<file path="config.mk">
export PLATFORM = sky130hd
export DESIGN_NAME = cc_queue
export DESIGN_NICKNAME = d
export VERILOG_FILES = /design/src/rtl/cc_pkg.sv /design/src/rtl/cc_queue.sv
export SDC_FILE = /design/constraint.sdc
export NUM_CORES = 1
export LEC_CHECK = 0
export BUFFER_PORTS_ARGS = -buffer_cell sky130_fd_sc_hd__clkbuf_2
export CAP_MARGIN = 5
export CORE_MARGIN = 4
export CORE_UTILIZATION = 52
export DETAILED_ROUTE_END_ITERATION = 8
export PLACE_DENSITY = 0.79
export SLEW_MARGIN = 20
export SYNTH_ARGS = -nofsm -noshare
export SYNTH_HDL_FRONTEND = slang
export SYNTH_SLANG_ARGS = --single-unit
</file>
<file path="constraint.sdc">
create_clock -name clk -period 3.8 [get_ports clk]
set_input_delay 0.38 -clock clk [delete_from_list [all_inputs] [get_ports clk]]
set_output_delay 0.38 -clock clk [all_outputs]
set_load 0.005 [all_outputs]
</file>
<file path="src/rtl/cc_pkg.sv">
// ----------------------------------------------------------------------------
// cc_pkg
// Shared types and constants for the clock-replacement set-associative cache.
// ----------------------------------------------------------------------------
package cc_pkg;

  localparam int ADDR_W  = 32;
  localparam int WAYS    = 8;
  localparam int WAY_W   = 3;
  localparam int WCNT_W  = 4;
  localparam int SET_W   = 8;
  localparam int SETS    = 256;
  localparam int POS_W   = 6;
  localparam int PADDR_W = 5;
  localparam int PDATA_W = 64;

  localparam logic [1:0] REG_LINE_WIDTH = 2'd0;
  localparam logic [1:0] REG_INDEX_CNT  = 2'd1;
  localparam logic [1:0] REG_INDEX_POS  = 2'd2;
  localparam logic [1:0] REG_WAY_COUNT  = 2'd3;

  typedef struct packed {
    logic [ADDR_W-1:0] addr;
    logic [SET_W-1:0]  set;
    logic [WCNT_W-1:0] ways;
  } cc_item_t;

  typedef struct packed {
    logic [WAYS-1:0]  vld;
    logic [WAYS-1:0]  refb;
    logic [WAY_W-1:0] hand;
  } cc_meta_t;

  typedef logic [WAYS-1:0][ADDR_W-1:0] cc_tag_row_t;

endpackage

</file>
<file path="src/rtl/cc_queue.sv">
// ----------------------------------------------------------------------------
// cc_queue
// Two-entry queue between the classifier and the lookup engine.
// ----------------------------------------------------------------------------
module cc_queue import cc_pkg::*; (
  input  logic     clk,
  input  logic     rst,
  input  logic     push,
  input  cc_item_t push_item,
  output logic     q_ready,
  output logic     q_valid,
  output cc_item_t q_item,
  input  logic     pop
);

  cc_item_t   slots [2];
  logic       wr_ptr;
  logic       rd_ptr;
  logic [1:0] count;

  always_ff @(posedge clk) begin
    if (push) begin
      slots[wr_ptr] <= push_item;
    end
  end

  always_ff @(posedge clk) begin
    if (rst) begin
      wr_ptr <= 1'b0;
      rd_ptr <= 1'b0;
      count  <= 2'd0;
    end else begin
      if (push) wr_ptr <= ~wr_ptr;
      if (pop)  rd_ptr <= ~rd_ptr;
      count <= count + 2'(push) - 2'(pop);
    end
  end

  assign q_ready = (count != 2'd2);
  assign q_valid = (count != 2'd0);
  assign q_item  = slots[rd_ptr];

endmodule

</file>
* Word level (Yosys, flattened, before mapping) *
Memory sizes are Yosys's and may differ from the RTL's. A register that Yosys moved wholly into a read port is not among the register bits.
Cells that the tools add are included.
W data, S select, Z words.

word-level totals
  flip-flop bits (word level) = 4
  bits in latches = 0
  memory bits (writable) = 88
  bits in read-only memories = 0
  bits of input ports = 48
  output and inout port bits = 46
  logic and storage cells = 14
  memories = 1

memory list
  name   depth  width  read ports  clocked after Yosys merged registers in  write ports  RTL line        source
  slots  2      44     1           1                                        1            cc_queue.sv:16  cc_item_t slots [2];

cells by class
  add/sub/neg operators = 2
  multiply operators = 0
  divide/modulo/power cells = 0
  magnitude comparators = 0
  equal/unequal tests = 1
  shifts and indexed selects = 0
  mux-type cells = 4
  bitwise logic cells = 2
  reductions and logical operators = 1

operators by type and width
  cell                  number
  $mux W1               4
  $add A2 B1 Y2         1
  $ne A2 B2 Y1 const B  1
  $not A1 Y1            2
  $reduce_bool A2 Y1    1
  $sub A2 B1 Y2         1

* Longest topological paths before layout *
  depth in word-level cells = 3
  mapped depth = 6
  depth with buffers taken out = 6

* Least setup slack after synthesis *
Ideal clock, no wire load.

  kind = input to register
  start = in push
  end = mem slots[0][0] (netlist bit) (enable)
  setup time = 451 ps
  arrival = 2,340 ps
  data required time = 3,349 ps
  path slack = 1,009 ps
  stages = 1
  buffers on the path = 0
  cell sequence = nor2b_1

on the way
  cells in the longest elaborated chain, start to end = 2

RTL lines
  item                           RTL line        source
  from (decl)                    cc_queue.sv:8   input logic push,
  $mux W1                        cc_queue.sv:22  if (push) begin
  $mux W1 (not written as such)  cc_queue.sv:23  slots[wr_ptr] <= push_item;
  to (decl)                      cc_queue.sv:16

Every way passes these cells.

==> impl_metrics.env <==
export IMPL_synth_seq_cells=93
export IMPL_num_rows=30
export IMPL_drt_iter0_drc=28
export IMPL_grt_usage=0.132
export IMPL_fin_crit_ns=2.33
export IMPL_crit_required_ns=3.42
export IMPL_synth_avg_cell_area_um2=22.8
export IMPL_ys_async_sr_fraction=0
export IMPL_layout_cells_non_filler=345
export IMPL_holdBufCountCts=0
export IMPL_n_antenna_cell=0
export IMPL_syn_inst=158
export IMPL_antenna_found_initial=0
export IMPL_insertion_delay_ns=0.34
export IMPL_cts_tree="yes"
export IMPL_syn_nets=208
export IMPL_grt_max_degree=45
export IMPL_final_core_util=0.636
export IMPL_fin_tns_setup_ns=0
export IMPL_placed_cells=329
export IMPL_gp_congestion=0.680
export IMPL_status="completed"
export IMPL_yosys_warnings=0
export IMPL_setup_ws_ns=1.47
export IMPL_slew_violations=0
export IMPL_start_util=0.532
export IMPL_path_class="register to output pin"
export IMPL_place_port_buffers=93
export IMPL_vias_per_cell=4.91
export IMPL_hpwl_mm=3.68
export IMPL_max_cap_violations=0
export IMPL_synth_ff_type="edfxtp_1"
export IMPL_nets=310
export IMPL_synth_seq_area_share=0.763
export IMPL_synthDistinctLibCells=15
export IMPL_die_w_um=91.2
export IMPL_drt_total_wl_mm=5.27
export IMPL_synth_area_um2=3600
export IMPL_cp_max_fo=20
export IMPL_netlist_top_cells_count="88 x edfxtp_1, 40 x mux2_4, 5 x dfxtp_1"
export IMPL_io_pins=94
export IMPL_ctsRootBufferMaster="clkbuf_8"
export IMPL_cts_resized=0
export IMPL_peakVddDrop_mv=0.344
export IMPL_endpoint_kind="output pin"
export IMPL_postRouteAntennaNets=0
export IMPL_clkSlewWorstSetupHoldPaths_ns=0.09
export IMPL_finalClockSkew_ns=0.00779
export IMPL_r2r_setup_slack_ns=2.07
export IMPL_fmax_mhz=430
export IMPL_start_kind="register"
export IMPL_drive_above_1_share=0.596
export IMPL_drc_errors=0
export IMPL_vias=1693
export IMPL_hp_class="primary input to register"
export IMPL_syn_to_final_growth_pct=19.4
export IMPL_grt_pass1_vias=1746
export IMPL_cts_path_max_buffers=2
export IMPL_pre_cts_slack_ns=1.79
export IMPL_post_cts_buffers=0
export IMPL_p_leak_nw=1.74
export IMPL_design_die_area_um2=8310
export IMPL_fin_crit_sh=0.612
export IMPL_die_h_um=91.2
export IMPL_ys_top_cells_by_area="edfxtp_1 73%, mux2_4 17%, dfxtp_1 2.8%, buf_12 2.2%, mux2_2 1.3%"
export IMPL_dr_pass1_iters=4
export IMPL_p_per_area_nw_per_um2=488
export IMPL_synth_largest_area_cell="edfxtp_1"
export IMPL_crit_arrival_ns=1.95
export IMPL_cts_buffers=9
export IMPL_grt_pass1_wl_mm=8.32
export IMPL_wl_per_cell_um=15.3
export IMPL_synth_top_area_frac=0.735
export IMPL_cts_htree_levels=3
export IMPL_rsz0062_at_grt="no"
export IMPL_clock_sinks=93
export IMPL_setup_violations=0
export IMPL_hold_viol=0
export IMPL_overflow=0
export IMPL_synth_edf_count=88
export IMPL_core_um2=6760
export IMPL_synth_most_common_cell="edfxtp_1"
export IMPL_slew_headroom=0.312
export IMPL_tightest_slew_ns=1.03
[power by group]
group	total [W]	switching, W	internal (W)	leakage, nW
Clock	0.000610	0.000307	0.000303	0.0939
Combinational	0.000260	0.000106	0.000154	0.782
Sequential	0.00122	0.0000293	0.00119	0.868
[state kept, by name, summed over array words and instances (netlist names), named ones only]
register	cells
slots	88
count	2
rd_ptr	1
wr_ptr	1
[final cells by class]
class | instances | area [µm²]
Multi-Input combinational cell | 58 | 763
Fill cell | 490 | 2460
Sequential cell | 93 | 2740
Timing Repair Buffer | 96 | 488
Clock inverter | 6 | 63.8
Tap cell | 80 | 100
Inverter | 2 | 7.51
Clock buffer | 10 | 128
[cell families after synthesis]
group	after synthesis	share of synthesized area
XOR/XNOR	3	0.0111
multiplexers	44	0.180
flip-flops	93	0.763
AND/OR/NAND/NOR	9	0.0122
buffers and inverters	7	0.0275
adder cells (fa/ha/maj)	2	0.00696
[placed cells by master (no fill, tap or decap), types with 2 or more instances in the layout]
master / count
dfxtp_1: 4
xnor2_1: 2
clkinv_4: 2
nor2_1: 4
clkbuf_2: 93
mux2_4: 40
clkbuf_8: 9
buf_4: 3
edfxtp_1: 88
ha_1: 2
mux2_2: 4
inv_1: 2
[critical path: stages, from the launching register on]
cell and delay, ns:
dfxtp_2 0.73, buf_4 0.38, mux2_2 0.38, clkbuf_2 0.11
[routing by layer]
layer	part of all wire	vias to the layer above	routed length, µm	global-route usage
li1	-	815	-	-
met1	0.43	804	2270	0.165
met4	0.013	0	71	0.0603
met5	0	-	0	0
met2	0.49	66	2600	0.210
met3	0.063	8	334	0.0431
[worst paths after layout]
check / cells after the start / end / start
setup / recovery: 3 / q_item[2] / register
hold / removal: 1 / slots[0][20]$_DFFE_PP_ / push_item[20]
setup reg to reg: 2 / slots[0][31]$_DFFE_PP_ / wr_ptr$_SDFFE_PP0P_
hold reg to reg: 2 / rd_ptr$_SDFFE_PP0P_ / rd_ptr$_SDFFE_PP0P_
[metrics by stage]
step                total power [W]  cell area, µm²  hold slack, ns
finish                      0.00209            4290           0.226
global route                0.00221            4290           0.191
CTS                         0.00212            4290           0.205
detailed placement          0.00151            4100           0.504
global placement            0.00151            4100           0.495
floorplan                   0.00142            3600           0.452
(Power assumes the default switching activity.)
