`src/rtl/cc_pkg.sv`:
```
// ----------------------------------------------------------------------------
// cc_pkg
// Shared types and constants for the clock-replacement set-associative cache.
// ----------------------------------------------------------------------------
package cc_pkg;

  localparam int ADDR_W  = 32;
  localparam int WAYS    = 8;
  localparam int WAY_W   = 3;
  localparam int WCNT_W  = 4;
  localparam int SET_W   = 8;
  localparam int SETS    = 256;
  localparam int POS_W   = 6;
  localparam int PADDR_W = 5;
  localparam int PDATA_W = 64;

  localparam logic [1:0] REG_LINE_WIDTH = 2'd0;
  localparam logic [1:0] REG_INDEX_CNT  = 2'd1;
  localparam logic [1:0] REG_INDEX_POS  = 2'd2;
  localparam logic [1:0] REG_WAY_COUNT  = 2'd3;

  typedef struct packed {
    logic [ADDR_W-1:0] addr;
    logic [SET_W-1:0]  set;
    logic [WCNT_W-1:0] ways;
  } cc_item_t;

  typedef struct packed {
    logic [WAYS-1:0]  vld;
    logic [WAYS-1:0]  refb;
    logic [WAY_W-1:0] hand;
  } cc_meta_t;

  typedef logic [WAYS-1:0][ADDR_W-1:0] cc_tag_row_t;

endpackage

```
`src/rtl/cc_front.sv`:
```
// ----------------------------------------------------------------------------
// cc_front
// Config registers and address classification: masked tag, set index, ways.
// ----------------------------------------------------------------------------
module cc_front import cc_pkg::*; (
  input  logic                clk,
  input  logic                rst,
  input  logic                psel,
  input  logic                penable,
  input  logic                pwrite,
  input  logic [PADDR_W-1:0]  paddr,
  input  logic [PDATA_W-1:0]  pwdata,
  output logic [PDATA_W-1:0]  prdata,
  input  logic                in_valid,
  output logic                in_ready,
  input  logic [ADDR_W-1:0]   line_address,
  output logic                push,
  output cc_item_t            push_item,
  input  logic                q_ready
);

  logic [5:0]  line_width;
  logic [3:0]  index_cnt;
  logic [47:0] index_pos;
  logic [3:0]  way_cnt;

  always_ff @(posedge clk) begin
    if (rst) begin
      line_width <= 6'd32;
      index_cnt  <= 4'd0;
      index_pos  <= 48'd0;
      way_cnt    <= 4'd1;
    end else if (psel && penable && pwrite) begin
      case (paddr[4:3])
        REG_LINE_WIDTH: line_width <= pwdata[5:0];
        REG_INDEX_CNT:  index_cnt  <= pwdata[3:0];
        REG_INDEX_POS:  index_pos  <= pwdata[47:0];
        REG_WAY_COUNT:  way_cnt    <= pwdata[3:0];
        default: ;
      endcase
    end
  end

  always_comb begin
    case (paddr[4:3])
      REG_LINE_WIDTH: prdata = {58'd0, line_width};
      REG_INDEX_CNT:  prdata = {60'd0, index_cnt};
      REG_INDEX_POS:  prdata = {16'd0, index_pos};
      REG_WAY_COUNT:  prdata = {60'd0, way_cnt};
      default:        prdata = '0;
    endcase
  end

  logic [5:0]        w;
  logic [3:0]        nb;
  logic [ADDR_W-1:0] mask;
  logic [ADDR_W-1:0] addr_m;
  logic [SET_W-1:0]  setv;
  logic [5:0]        pos;
  logic [5:0]        bit_sel;
  logic              sbit;

  always_comb begin
    w  = (line_width > 6'd32) ? 6'd32 : line_width;
    nb = (index_cnt > 4'd8) ? 4'd8 : index_cnt;
    for (int i = 0; i < ADDR_W; i++) begin
      mask[i] = (6'(i) < w);
    end
    addr_m = line_address & mask;
    setv    = '0;
    pos     = '0;
    bit_sel = '0;
    sbit    = 1'b0;
    for (int k = 0; k < 8; k++) begin
      pos     = index_pos[6*k +: 6];
      bit_sel = w - 6'd1 - pos;
      sbit    = (pos < w) ? addr_m[bit_sel[4:0]] : 1'b0;
      if (4'(k) < nb) begin
        setv = {setv[SET_W-2:0], sbit};
      end
    end
    push_item.addr = addr_m;
    push_item.set  = setv;
    if (way_cnt == 4'd0) begin
      push_item.ways = 4'd1;
    end else if (way_cnt > 4'd8) begin
      push_item.ways = 4'd8;
    end else begin
      push_item.ways = way_cnt;
    end
  end

  assign in_ready = q_ready;
  assign push     = in_valid && q_ready;

endmodule

```
`config.mk`:
```
export PLATFORM = sky130hd
export DESIGN_NAME = cc_front
export DESIGN_NICKNAME = d
export VERILOG_FILES = /design/src/rtl/cc_pkg.sv /design/src/rtl/cc_front.sv
export SDC_FILE = /design/constraint.sdc
export NUM_CORES = 1
export LEC_CHECK = 0
export BUFFER_PORTS_ARGS = -buffer_cell sky130_fd_sc_hd__buf_2
export CAP_MARGIN = 25
export CORE_MARGIN = 4
export CORE_UTILIZATION = 43
export CTS_BUF_LIST = sky130_fd_sc_hd__clkbuf_8
export DETAILED_ROUTE_END_ITERATION = 10
export GPL_TIMING_DRIVEN = 0
export PLACE_DENSITY = 0.67
export SYNTH_ARGS = -nofsm -noshare
export SYNTH_HDL_FRONTEND = slang
export SYNTH_SLANG_ARGS = --single-unit
export TNS_END_PERCENT = 10
```
`constraint.sdc`:
```
create_clock -name clk -period 7.9 [get_ports clk]
set_input_delay 1.185 -clock clk [delete_from_list [all_inputs] [get_ports clk]]
set_output_delay 1.185 -clock clk [all_outputs]
set_load 0.02 [all_outputs]
```
# Word level (Yosys, flattened, before mapping)
# Index checks and enable logic that the tools add are counted.
[classes]
n_reduce_logical = 9
n_bitwise = 1
addsub = 9
mux = 37
magnitude_cmp = 59
n_eq_ne = 3
[ops]
columns = ["operator", "n"]
rows = [
  ["64-bit case mux with 4 select lines", 1],
  ["5-bit by 6-bit less-than comparator with 1-bit output, first input constant", 16],
  ["8-bit two-way mux", 7],
  ["4-bit by 6-bit less-than comparator with 1-bit output, first input constant", 8],
  ["5-bit by 6-bit less-than comparator with 1-bit output, second input constant", 8],
  ["6-bit less-than comparator", 8],
  ["1-bit binary-select mux with 5-bit select", 8],
  ["5-bit subtractor", 8],
  ["32-bit bitwise AND", 1],
  ["3-bit by 6-bit less-than comparator with 1-bit output, first input constant", 4],
  ["1-bit two-way mux", 17],
  ["3-bit by 4-bit less-than comparator with 1-bit output, first input constant", 4],
  ["1-bit by 6-bit less-than comparator with 1-bit output, first input constant", 2],
  ["2-bit by 6-bit less-than comparator with 1-bit output, first input constant", 2],
  ["4-bit two-way mux", 3],
  ["4-bit > comparator, second input constant", 2],
  ["1-bit by 4-bit less-than comparator with 1-bit output, first input constant", 2],
  ["2-bit by 4-bit less-than comparator with 1-bit output, first input constant", 2],
  ["2-bit AND reduction", 4],
  ["6-bit > comparator, second input constant", 1],
  ["6-bit two-way mux", 1],
  ["5-bit by 1-bit subtractor with 5-bit output, second input constant", 1],
  ["2-bit == test, second input constant", 2],
  ["4-bit logical NOT", 1],
  ["other kinds (3)", 5],
]
[totals]
output_inout_bits = 110
ff_bits = 62
input_bits = 108
word_cells = 122

# Depth between registers and ports, before layout
# Gate-level depths: netlist (run 1).
[logic_depth]
depth_word = 15
ltp_mapped = 18
mapped_depth_nobuf = 14

# Worst setup path before layout (run 1)
# Ideal clock, no wire load.
[synth_path]
kind = "register to output"
from = "register line_width[5]"
to = "output push_item[8] in the netlist's numbering"
path_stages_with_launch = 18
path_buffers = 4
arrival_ps = 5146
setup_slack_ps = 1569
path_cell_list = "dfxtp_1 > buf_6 > buf_2 > buf_2 > nor2b_1 > inv_1 > ha_1 > inv_1 > fa_1 > xnor2_1 > clkbuf_1 > a2111oi_0 > nor4_1 > a32oi_1 > a22oi_1 > nand2_1 > and2_1 > o311ai_1"
[synth_lines]
columns = ["item", "line_no", "source"]
rows = [
  ["start: declaration", "cc_front.sv:22", "logic [5:0] line_width;"],
  ["start signal: assignment", "cc_front.sv:35", "REG_LINE_WIDTH: line_width <= pwdata[5:0];"],
  ["end: declaration", "cc_front.sv:18", "output cc_item_t push_item,"],
]

==> results of run 1 <==
==> state kept, by name (all words and copies together), names as in the netlist <==
name        cells
index_pos      48
index_cnt       4
line_width      6
way_cnt         4
==> layout make-up <==
type                    count  area, um^2
clock inverters             4        22.5
multi-input cells         876        6510
fillers                  1904        9050
clock buffers              11         151
plain buffers              87         442
repair buffers            184         926
flip-flops and latches     62        1240
inverters                  76         287
well taps                 260         325
==> layer usage <==
| layer | GRT usage (%) | up-vias | wire length (um) |
|---|---|---|---|
| met5 | 0 | - | 0 |
| met4 | 9.70 | 0 | 1170 |
| met3 | 5.98 | 89 | 3730 |
| met2 | 42.4 | 594 | 13200 |
| met1 | 39.3 | 4204 | 13600 |
| li1 | - | 4283 | - |
==> worst max-delay path, stage by stage, from the launching register on <==
cell	delay [ps]
dfxtp_1	330
buf_6	140
buf_2	180
buf_2	220
nor2b_2	330
buf_4	280
inv_1	70
ha_1	520
inv_1	370
fa_1	570
xnor2_1	390
clkbuf_1	390
a2111oi_0	170
nor4_1	340
a32oi_1	160
a22oi_2	510
nand2_1	130
a211oi_1	340
a2bb2oi_1	270
buf_2	210
==> timing repair <==
item,CTS,global route
setup endpoints to repair,2,5
gates resized for setup,1,2
pin swaps,0,0
==> power by group through the flow <==
stage | combinational [mW] | clock, mW | sequential (mW)
2_1_floorplan | 0.158 | 0 | 0.327
3_3_place_gp | 0.244 | 0 | 0.329
5_1_grt | 0.270 | 0.265 | 0.322
4_1_cts | 0.247 | 0.251 | 0.322
6_report | 0.254 | 0.250 | 0.322
3_5_place_dp | 0.246 | 0 | 0.329
==> worst min-delay path by stage <==
stage / to / depth (start not counted)
6_report: index_pos[11] / 2
5_1_grt: index_pos[5] / 2
4_1_cts: index_pos[11] / 2
3_5_place_dp: index_pos[11] / 2
3_3_place_gp: index_pos[41] / 2
2_1_floorplan: index_pos[11] / 2
==> metrics by stage <==
step                setup slack, ps  power (mW)  hold WS, ps
floorplan                      1570       0.484          448
global placement               -166       0.573          462
detailed placement              333       0.574          469
CTS                            47.4       0.819          478
global route                    114       0.858          507
finish                          423       0.826          476
==> logic make-up after synthesis <==
family / Yosys count / share of synthesized area, %
xor+xnor: 35 / 3.73
buf+inv: 163 / 8.66
fa+ha+maj: 90 / 14.1
other cells: 1 / 0.0446
simple gates: 378 / 22.0
flops: 62 / 14.8
mux: 70 / 13.9
compound gates: 287 / 22.8
==> Yosys cell counts (5+ instances only) <==
library cell,n,share of area [%]
nand2_1,155,6.9
a21oi_1,92,5.5
ha_1,82,12
inv_1,70,3.1
dfxtp_1,62,15
nor2_1,61,2.7
and2_1,49,3.6
clkbuf_1,47,2.1
mux4_2,37,9.9
o21ai_0,36,2.1
mux2i_1,28,3.3
xnor2_1,23,2.4
buf_4,19,1.7
nand3_1,19,1.1
nor2b_1,19,1.4
a211oi_1,17,1.5
o211ai_1,14,1.2
a31oi_1,13,0.97
o21a_1,12,1.1
buf_2,11,0.65
nor3_1,11,0.65
xor2_1,11,1.1
nand2b_1,10,0.74
a21o_1,9,0.80
nand4_1,9,0.67
o21ai_1,9,0.54
a211o_1,8,0.83
fa_1,8,1.9
a311oi_1,7,0.73
a2bb2oi_1,6,0.62
and3_1,6,0.45
buf_1,6,0.27
mux2_2,5,0.67
nand3b_1,5,0.45
o22ai_1,5,0.37
==> results.py, run 1 <==
metrics = {
    "yosys": {
        "ys_seq_area_share_pct": 14.8,
        "synthFlopType": "dfxtp_1",
        "yosys_warnings": 0,
        "postSynthCellCount": 1086,
        "synth-edff-count": 0,
        "syn-cell-area_um2": 8410,
        "yosys_register_bits": 62,
        "synth_cell_type_count": 90,
        "async_reset_ff_share_pct": 0,
        "avgSynthCellArea_um2": 7.74,
    },
    "cells_and_area": {
        "antenna_cells": 0,
        "final_area_um2": 9910,
        "drive_above_1_share_pct": 23.2,
        "final_common_cell": "buf_2",
        "area_growth_syn_to_layout_pct": 17.8,
        "final_util_pct": 52.3,
        "layout_common_cells": "193 x buf_2, 155 x nand2_1, 92 x a21oi_1, 82 x ha_1, 70 x inv_1",
        "layout.nets": 1494,
        "stdcell_count": 1560,
    },
    "route": {
        "via_per_inst": 5.88,
        "drt_wl_total_mm": 31.7,
        "wl_per_cell_um": 20.3,
        "antenna_left": 0,
        "first_pass_iters": 7,
        "drc": 0,
        "drt_iter0_markers": 993,
        "vias": 9170,
    },
    "global_routing": {
        "grt_usage_pct": 27.9,
        "antenna_found_initial": 0,
        "grt_pass1_vias": 8618,
        "grt_pass1_wl_mm": 48.4,
        "gr-total-overflow": 0,
        "grt_max_degree": 16,
    },
    "setup_path": {
        "crit_arrival_ps": 6290,
        "r2r_end": "index_cnt[3]",
        "crit_type": "flop to output pin",
        "critPathLaunch": "line_width[5]",
        "worstSetupEndpointType": "output pin",
        "cp-start-kind": "flop",
        "ff2ff_path_depth": 3,
        "rrSetupSlack_ps": 6670,
        "crit_path_end": "push_item[7]",
        "r2r_start": "index_cnt[3]",
        "crit_fanout": 12,
        "worstPathRequired_ps": 6710,
    },
    "floorplan": {
        "coreArea_um2": 19000,
        "num_io_pins": 218,
        "dieHeight_um": 148,
        "rows": 50,
        "start_util_pct": 44.4,
        "die_area_um2": 21900,
        "die_x_um": 148,
    },
    "placement": {
        "io_buffers": 181,
        "dp_hpwl_mm": 25.0,
        "postPlaceCellArea_um2": 9700,
        "gp_congestion": 0.993,
        "dp_cells": 1543,
    },
    "timing": {
        "hold_viol": 0,
        "rsz0062_at_grt": "false",
        "drv_slew": 0,
        "fin_crit_sh_pct": 94.6,
        "finalSetupTns_ps": 0,
        "skew_ps": 0,
        "worstMarginPinSlew_ps": 1180,
        "period_needed_ps": 7480,
        "setup_viol": 0,
        "max_slew_margin_pct": 21.4,
        "fmax_mhz": 134,
    },
    "cts": {
        "h-tree-depth": 3,
        "cts_inserted_buffers": 9,
        "cts_root_buffer": "clkbuf_8",
        "cts.sinks": 62,
        "cts_tree": "done",
        "clock_latency_ps": 340,
        "clk_pin_slew_ps": 70,
        "post_cts_buffers": 0,
        "clock_path_buffers": 2,
        "cts_hold_buf": 0,
    },
    "job": {
        "max_cap_violations": 0,
    },
    "power": {
        "seqPwrFrac_pct": 39.0,
        "cellPowerDensity_nw_per_um2": 83.4,
        "p_int_mw": 0.543,
        "p_comb_share_pct": 30.8,
        "vdd_drop_max_mv": 0.105,
        "p_leak_nw": 4.26,
        "p_switching_mw": 0.283,
        "p_clk_share_pct": 30.2,
        "p_sw_share_pct": 34.3,
    },
    "run_status": {
        "status": "completed",
    },
    "hold_path": {
        "hp-start": "index_pos[11]",
        "min_path_type": "flop to flop",
    },
}
No activity file was read; power rests on OpenSTA's default activity.
==> inputs of run 2 (changes only) <==
RECOVER_POWER = 100   (was unset)
==> results.py, run 2 (synthesis gave the netlist of run 1 again) <==
metrics = {
    "cells_and_area": {
        "drive_above_1_share_pct": 19.8,
        "area_growth_syn_to_layout_pct": 17.1,
        "layout.nets": 1494,
        "final_area_um2": 9850,
        "final_util_pct": 51.9,
        "top_regs": "index_pos: 48 flops, line_width: 6 flops",
        "layout_common_cells": "155 x nand2_1, 154 x buf_2, 93 x a21oi_1, 85 x clkbuf_1, 82 x ha_1",
        "regMostFlops": "index_pos",
        "final_common_cell": "nand2_1",
        "largest_register_ffs": 48,
    },
    "cts": {
        "clock_path_buffers": 2,
        "cts.sinks": 62,
        "h-tree-depth": 3,
        "cts_tree": "done",
        "cts_hold_buf": 0,
        "clk_pin_slew_ps": 70,
        "clock_latency_ps": 340,
        "cts_inserted_buffers": 9,
        "cts_root_buffer": "clkbuf_8",
    },
    "power": {
        "vdd_drop_max_mv": 0.105,
        "seqPwrFrac_pct": 39.1,
        "p_int_mw": 0.541,
        "p_clk_share_pct": 30.2,
        "p_comb_share_pct": 30.7,
        "p_sw_share_pct": 34.3,
        "p_leak_nw": 4.08,
        "p_switching_mw": 0.282,
        "cellPowerDensity_nw_per_um2": 83.6,
    },
    "route": {
        "wl_per_cell_um": 20.3,
        "drc": 0,
        "vias": 9142,
        "drt_iter0_markers": 1011,
        "first_pass_iters": 5,
        "via_per_inst": 5.86,
        "drt_wl_total_mm": 31.7,
        "antenna_left": 0,
    },
    "floorplan": {
        "coreArea_um2": 19000,
        "rows": 50,
        "start_util_pct": 44.4,
        "dieHeight_um": 148,
        "die_area_um2": 21900,
        "num_io_pins": 218,
        "die_x_um": 148,
    },
    "setup_path": {
        "slowest_stage": "fa_1",
        "worstSetupEndpointType": "output pin",
        "crit_fanout": 12,
        "critPathTopFamily": "buffers and inverters",
        "crit_path_cell_trace": "buf_6 > buf_2 > buf_2 > nor2b_2 > buf_4 > inv_1 > ha_1 > inv_1 > fa_1 > xnor2_1 > clkbuf_1 > a2111oi_0 > nor4_1 > a32oi_1 > a22oi_2 > nand2_1 > and2_1 > o311ai_1 > clkbuf_1",
        "cp-start-kind": "flop",
        "crit_type": "flop to output pin",
        "path_buf_inv": 8,
        "worst_path_largest_cell_delay_ps": 560,
        "crit_arrival_ps": 6310,
        "worstPathRequired_ps": 6710,
    },
    "hold_path": {
        "min_path_type": "flop to flop",
    },
    "global_routing": {
        "grt_max_degree": 16,
        "grt_pass1_wl_mm": 48.4,
        "grt_usage_pct": 27.9,
        "gr-total-overflow": 0,
        "antenna_found_initial": 0,
        "grt_pass1_vias": 8618,
    },
    "run_status": {
        "violations": "capacitance limit, slew limit",
        "status": "finished, violations left",
    },
    "timing": {
        "hold_viol": 0,
        "skew_ps": 0,
        "setup_viol": 0,
        "worstMarginPinSlew_ps": 1770,
        "holdWs_ps": 480,
        "rsz0062_at_grt": "false",
        "finalSetupTns_ps": 0,
        "period_needed_ps": 7490,
        "fmax_mhz": 133,
        "max_slew_margin_pct": -18.7,
        "drv_slew": 40,
        "worst_slack_ps": 406,
        "fin_crit_sh_pct": 94.9,
    },
    "placement": {
        "postPlaceCellArea_um2": 9700,
        "io_buffers": 181,
        "dp_hpwl_mm": 25.0,
        "gp_congestion": 0.993,
        "place_ws_ps": 333,
    },
    "job": {
        "max_cap_violations": 4,
    },
}
## run 2: final timing paths
path | from | end | slack (ps) | depth (start not counted)
worst max register to register | line_width[4] | line_width[4] | 6410 | 4
worst max-delay path | line_width[5] | push_item[8] | 410 | 19
worst min register to register | index_pos[11] | index_pos[11] | 480 | 2
worst min-delay path | index_pos[11] | index_pos[11] | 480 | 2
## run 2: cell type report
type | instances | area (um^2)
multi-input cells | 876 | 6500
flip-flops and latches | 62 | 1240
diodes | 1 | 2.50
repair buffers | 184 | 883
inverters | 76 | 287
well taps | 260 | 325
clock inverters | 4 | 22.5
fillers | 1923 | 9110
clock buffers | 11 | 151
plain buffers | 87 | 437
## run 2: per-stage QoR
stage	total power [mW]	std cells
CTS	0.819	1558
global placement	0.573	1542
detailed placement	0.574	1543
floorplan	0.484	1101
global route	0.855	1560
finish	0.823	1561
## run 2: worst reg2reg max path, stage by stage, from the launching register on
cell	delay (ps)
dfxtp_1	340
clkbuf_1	350
clkbuf_1	470
mux2i_1	150
nor2_1	120
## run 2: power by group through the flow
| stage | clock [mW] | combinational (mW) | sequential, mW |
|---|---|---|---|
| 3_5_place_dp | 0 | 0.246 | 0.329 |
| 4_1_cts | 0.251 | 0.247 | 0.322 |
| 6_report | 0.249 | 0.252 | 0.322 |
| 5_1_grt | 0.265 | 0.268 | 0.322 |
| 2_1_floorplan | 0 | 0.158 | 0.327 |
| 3_3_place_gp | 0 | 0.244 | 0.329 |
## run 2: routing by layer
metal	vias up	wire length [um]	part of all wire, %	GRT usage (%)
met4	0	1050	3.3	9.70
met2	586	13200	42	42.4
li1	4287	-	-	-
met3	79	3570	11	5.98
met5	-	0	0	0
met1	4190	13800	44	39.3
## run 2: repair_timing
action,4_1_cts,5_1_grt
gates resized for setup,1,2
setup endpoints to repair,2,5
setup buffers,0,0
